<file path="src/rtl/assert_macros.svh">
// assertion macros shared by the quad4 gauss point geometry rtl
// no dependencies
`ifndef ASSERT_MACROS_SVH
`define ASSERT_MACROS_SVH

// property must hold at every clock edge outside reset
`define QG_ASSERT(label, clk, rst, prop, msg) \
   label: assert property (@(posedge clk) disable iff (rst) prop) else $error(msg);

// expression must never be true outside reset
`define QG_NEVER(label, clk, rst, expr, msg) \
   label: assert property (@(posedge clk) disable iff (rst) !(expr)) else $error(msg);

`endif

</file>
<file path="src/rtl/qg_pkg.sv">
// types, widths and constant tables of the quad4 gauss point geometry core
// no dependencies
package qg_pkg;

   localparam int FRAC_BITS = 16;
   localparam int WFRAC     = 16;
   localparam int W_W       = 19;
   localparam int CRD_W     = 32;
   localparam int VOL_W     = 48;
   localparam int LANES     = 8;
   localparam int Q_W       = 32;
   localparam int QDEPTH    = 4;
   localparam int QPTR_W    = 2;

   localparam logic [W_W-1:0] WEIGHT_RESET = W_W'(65536);

   localparam longint ONE = longint'(1) << FRAC_BITS;
   localparam longint GP  = (64'sd57735027 * ONE + 64'sd50000000) / 64'sd100000000;

   localparam int NAT_W  = FRAC_BITS + 1;
   localparam int SHP_W  = FRAC_BITS + 1;
   localparam int PN_W   = CRD_W + SHP_W + 1;
   localparam int JP_W   = CRD_W + NAT_W + 2;
   localparam int NP_W   = CRD_W + NAT_W + 1;
   localparam int D_W    = 2 * CRD_W;
   localparam int DETF_W = 2 * CRD_W + 1 - FRAC_BITS;
   localparam int NUM_W  = NP_W + 1;
   localparam int DEN_W  = DETF_W + 1;
   localparam int VH_W   = DETF_W - WFRAC + W_W + 1;
   localparam int VL_W   = WFRAC + W_W;
   localparam int VO_W   = VH_W + 1;

   typedef struct packed {
      logic [NAT_W-1:0] a;
      logic [NAT_W-1:0] b;
      logic [NAT_W-1:0] c;
      logic [NAT_W-1:0] d;
   } nat_type;

   typedef struct packed {
      logic signed [CRD_W-1:0] point_x;
      logic signed [CRD_W-1:0] point_y;
      logic signed [VOL_W-1:0] volume;
      logic                    degenerate;
   } side_type;

   typedef struct packed {
      side_type                      side;
      logic [DEN_W-1:0]              den;
      logic [LANES-1:0]              neg;
      logic [LANES-1:0][NUM_W-1:0]   num;
   } work_type;

   typedef struct packed {
      logic signed [CRD_W-1:0]     point_x;
      logic signed [CRD_W-1:0]     point_y;
      logic signed [VOL_W-1:0]     point_volume;
      logic [3:0][CRD_W-1:0]       dx;
      logic [3:0][CRD_W-1:0]       dy;
      logic                        degenerate;
   } rsp_type;

   function automatic nat_type nat_coords(input logic [1:0] idx);
      nat_type r;
      longint  xi;
      longint  eta;
      xi  = idx[1] ? GP : -GP;
      eta = idx[0] ? GP : -GP;
      r.a = NAT_W'(ONE - xi);
      r.b = NAT_W'(ONE + xi);
      r.c = NAT_W'(ONE - eta);
      r.d = NAT_W'(ONE + eta);
      return r;
   endfunction

   // bilinear shape function value at the gauss point, rounded to the fixed point grid
   function automatic logic [SHP_W-1:0] shape_val(input logic [1:0] idx,
                                                  input logic [1:0] node);
      nat_type t;
      longint  s;
      longint  u;
      longint  p;
      t = nat_coords(idx);
      s = (node == 2'd0 || node == 2'd3) ? longint'(t.a) : longint'(t.b);
      u = (node == 2'd0 || node == 2'd1) ? longint'(t.c) : longint'(t.d);
      p = s * u;
      return SHP_W'((p + (longint'(1) << (FRAC_BITS + 1))) >> (FRAC_BITS + 2));
   endfunction

endpackage

</file>
<file path="src/rtl/qg_queue.sv">
// short item queue between the front pipeline and the divider back end
// depends on qg_pkg and assert_macros.svh
`include "assert_macros.svh"

module qg_queue (
   input  logic              clock,
   input  logic              reset,
   input  logic              push,
   input  qg_pkg::work_type  push_item,
   input  logic              pop,
   output logic              full,
   output logic              nonempty,
   output qg_pkg::work_type  head
);

   localparam int DEPTH = qg_pkg::QDEPTH;
   localparam int PW    = qg_pkg::QPTR_W;

   qg_pkg::work_type slot_ff [DEPTH];
   logic [PW-1:0]    wr_ptr_ff, rd_ptr_ff;
   logic [PW:0]      count_ff;

   always_ff @(posedge clock) begin
      if (reset) begin
         wr_ptr_ff <= '0;
         rd_ptr_ff <= '0;
         count_ff  <= '0;
      end else begin
         if (push) begin
            wr_ptr_ff <= wr_ptr_ff + 1'b1;
         end
         if (pop) begin
            rd_ptr_ff <= rd_ptr_ff + 1'b1;
         end
         if (push && !pop) begin
            count_ff <= count_ff + 1'b1;
         end else if (pop && !push) begin
            count_ff <= count_ff - 1'b1;
         end
      end
   end

   always_ff @(posedge clock) begin
      if (push) begin
         slot_ff[wr_ptr_ff] <= push_item;
      end
   end

   assign full     = (count_ff == (PW+1)'(DEPTH));
   assign nonempty = (count_ff != '0);
   assign head     = slot_ff[rd_ptr_ff];

   `QG_NEVER(a_push_full, clock, reset, push && full, "item pushed into full queue")
   `QG_NEVER(a_pop_empty, clock, reset, pop && !nonempty, "item popped from empty queue")
   `QG_ASSERT(a_count_up, clock, reset, (push && !pop) |=> (count_ff == $past(count_ff) + 1'b1), "queue count lost a push")

endmodule

</file>
<file path="config.mk">
export PLATFORM = sky130hd
export DESIGN_NAME = qg_queue
export DESIGN_NICKNAME = d
export VERILOG_FILES = /design/src/rtl/qg_pkg.sv /design/src/rtl/qg_queue.sv
export VERILOG_INCLUDE_DIRS = /design/src /design/src/rtl
export SDC_FILE = /design/constraint.sdc
export NUM_CORES = 1
export LEC_CHECK = 0
export BUFFER_PORTS_ARGS = -buffer_cell sky130_fd_sc_hd__buf_2
export CAP_MARGIN = 5
export CORE_AREA = 2 2 451 453
export CTS_CLUSTER_SIZE = 30
export DETAILED_ROUTE_END_ITERATION = 6
export DIE_AREA = 0 0 453 455
export GPL_TIMING_DRIVEN = 0
export PLACE_DENSITY_LB_ADDON = 0.05
export SYNTH_ARGS = -nofsm -noshare
export SYNTH_HDL_FRONTEND = slang
export SYNTH_SLANG_ARGS = --single-unit
</file>
<file path="constraint.sdc">
create_clock -name clock -period 30.7 [get_ports clock]
set_input_delay 9.21 -clock clock [delete_from_list [all_inputs] [get_ports clock]]
set_output_delay 9.21 -clock clock [all_outputs]
set_load 0.01 [all_outputs]
</file>
==> flow_metrics.py <==
metrics = {
    "logic_synthesis": {
        "synth_warnings": 0,
        "ys_types": 21,
        "synth_most_common_cell": "edfxtp_1",
        "yosysTopAreaCellShare": 0.828,
        "synth_largest_area_cell": "edfxtp_1",
        "synth-edff-count": 2316,
        "ys_ff_latch": 2325,
        "synthCells": 3068,
        "synth-main-ff-cell": "edfxtp_1",
        "synthTopCellsByCount": "edfxtp_1 (2,316), mux4_2 (579), buf_6 (45)",
        "ys_async_sr_fraction": 0,
        "postSynthAreaPerCell_sq_um": 27.4,
        "syn_nets": 3657,
        "netlist_area_sq_um": 84000,
        "synthTopCellsByArea": "edfxtp_1 (83%), mux4_2 (16%), buf_6 (0.60%), buf_2 (0.26%), dfxtp_1 (0.21%)",
        "synth_seq_area_share": 0.830,
    },
    "final_layout": {
        "layout-drive-gt1-share": 0.468,
        "area_growth_pct": 21.7,
        "fillers": 16176,
        "nets": 5111,
    },
    "floorplanning": {
        "rows": 165,
        "initial_core_util": 0.417,
        "die-area_sq_um": 206000,
        "die_y_um": 455,
        "coreArea_sq_um": 201000,
        "num_io_pins": 1164,
        "die_w_um": 453,
    },
    "grt": {
        "antenna_found_initial": 193,
        "grt_max_degree": 55,
        "track_usage": 0.208,
        "grt_pass1_vias": 39966,
        "grt_pass1_wl_um": 300000,
        "overflow": 0,
    },
    "cts": {
        "hold_buffers": 0,
        "cts_buffer_depth": 3,
        "cts.repair.resized": 0,
        "cts.clk_slew.worst_paths_ns": 0.06,
        "cts_tree": "built",
        "clock_insertion_delay_worst_skew_ns": 0.90,
        "cts.sinks": 2325,
        "cts_root_buf": "clkbuf_16",
        "post_cts_buffers": 0,
        "cts_max_level": 4,
        "cts_buffers": 237,
    },
    "sta": {
        "fin_skew_ns": 0.0652,
        "max_slew_margin": 0.172,
        "setup_violations": 0,
        "rsz0062_at_grt": "no",
        "min_period_ns": 12.77,
        "setup_tns_ns": 0,
        "clock.fmax_ghz": 0.0783,
        "finalHoldViolCount": 0,
        "tightestPinTransition_ns": 1.24,
        "timing.final.crit_share": 0.416,
        "timing.hold.ws_ns": 0.517,
        "slew_violations": 0,
    },
    "setup_path": {
        "critical-path-top-delay-family": "buffers and inverters",
        "worstPathArrival_ns": 3.56,
        "crit_top_cell": "buf_2",
        "critPathKind": "reg2out",
        "cp_max_fo": 10,
        "r2r_end": "slot_ff[0][311]$_DFFE_PP_",
        "end_kind": "primary output",
        "reg2reg_from": "wr_ptr_ff[0]$_SDFFE_PP0P_",
        "worst-r2r-cell-count": 7,
        "worstPathBufferInverterCount": 4,
        "rrSetupSlack_ns": 27.64,
        "max_stage_delay_ns": 0.88,
        "cp-start-kind": "register",
        "crit_required_ns": 21.49,
        "slowest_stage": "clkbuf_1",
        "cp_cell_sequence": "buf_2, clkbuf_1, buf_2, mux4_2, buf_2",
    },
    "drt": {
        "vias": 38837,
        "post_drt_wl_per_cell_um": 29.2,
        "postRouteAntennaNets": 0,
        "via_per_inst": 5.20,
        "wl_um": 218000,
        "drcViolationCount": 0,
        "firstDrtPassIters": 7,
        "drtIter0Drc": 2681,
    },
    "hold_path": {
        "hold_start": "count_ff[2]$_SDFFE_PP0P_",
        "min_path_cells": 2,
        "holdPathEnd": "count_ff[2]$_SDFFE_PP0P_",
        "worst_hold_path_type": "reg2reg",
    },
    "run_status": {
        "status": "complete, no violations",
    },
    "pwr": {
        "p_per_area_nw_per_um2": 70.4,
        "peakVddDrop_uv": 52.1,
        "leakagePower_nw": 34.1,
    },
    "placed_design": {
        "place_congestion": 0.749,
        "io_buffers": 1162,
        "hpwlAfterDp_um": 152000,
    },
    "job": {
        "cap_violations": 0,
    },
}
-- worst reg2reg max path, delay by kind of cell (launching register included) --
| family | cells | cell delay, ns |
|---|---|---|
| buffers and inverters | 5 | 1.45 |
| and+or+nand+nor | 1 | 0.72 |
| DFF | 1 | 0.35 |
| adders and majority gates | 1 | 0.15 |
-- power breakdown --
part	switching, W	internal (W)	total [W]
clock network	0.00120	0.00156	0.00276
logic	0.000442	0.000316	0.000758
registers	0.0000272	0.00365	0.00368
-- sequential cells by signal, summed over array words and instances, names as in the netlist, named ones only --
register   flops
slot_ff     2316
rd_ptr_ff      2
wr_ptr_ff      2
count_ff       3
-- worst max-delay path by stage --
stage             start  slack, ns                        end  cells past startpoint
5_1_grt        register      17.71                  head[290]                      5
4_1_cts        register      17.65                  head[392]                      5
6_report       register      17.93                  head[268]                      5
2_1_floorplan      push       7.49    slot_ff[0][0]$_DFFE_PP_                      1
3_5_place_dp   register      18.62                  head[392]                      5
3_3_place_gp       push      -5.09  slot_ff[1][289]$_DFFE_PP_                      2
-- layout make-up --
type                            count  area, sq um  area share
Timing Repair Buffer             1215         7230      0.0708
Antenna cell                       69          173     0.00169
Clock inverter                    128         1250      0.0122
Multi-Input combinational cell    609        13300       0.130
Clock buffer                      315         6240      0.0611
Inverter                            4         15.0    0.000147
Sequential cell                  2325        69700       0.682
Buffer                            130          947     0.00927
Tap cell                         2672         3340      0.0327
-- layout by cell type, fill, tap and decap left out, types with 7 or more instances in the layout --
cell type and count:
edfxtp_1 2316, buf_2 1205, mux4_2 579, clkbuf_16 237, clkbuf_1 90, diode_2 69
clkinv_1 59, buf_16 48, buf_6 45, clkinv_2 34, buf_4 18, bufinv_16 16
buf_1 10, dfxtp_1 9, nor2_1 7, clkinv_16 7
-- metrics by stage --
stage	util	cell area, sq um	instances	power [W]	setup WS (ns)
2_1_floorplan	-	84000	3068	0.00422	7.49
3_3_place_gp	0.463	93100	6902	0.00468	-5.09
3_5_place_dp	0.470	94500	6955	0.00453	18.62
4_1_cts	0.507	102000	7398	0.00730	17.65
5_1_grt	0.507	102000	7440	0.00745	17.71
6_report	0.508	102000	7467	0.00720	17.93
-- per-layer routing --
metal,global-route usage,part of all wire
met1,0.230,0.34
met2,0.347,0.51
met4,0.122,0.055
met5,0,0.0026
met3,0.0743,0.085
-- cell families after synthesis --
logic type / synth area share
muxes: 0.156
DFF: 0.830
buffers and inverters: 0.0115
and+or+nand+nor: 0.000894
AOI/OAI and AO/OA: 0.000119
adders and majority gates: 0.000984
xor gates and xnor gates: 0.000522
Power figures use the tool's default switching activity.
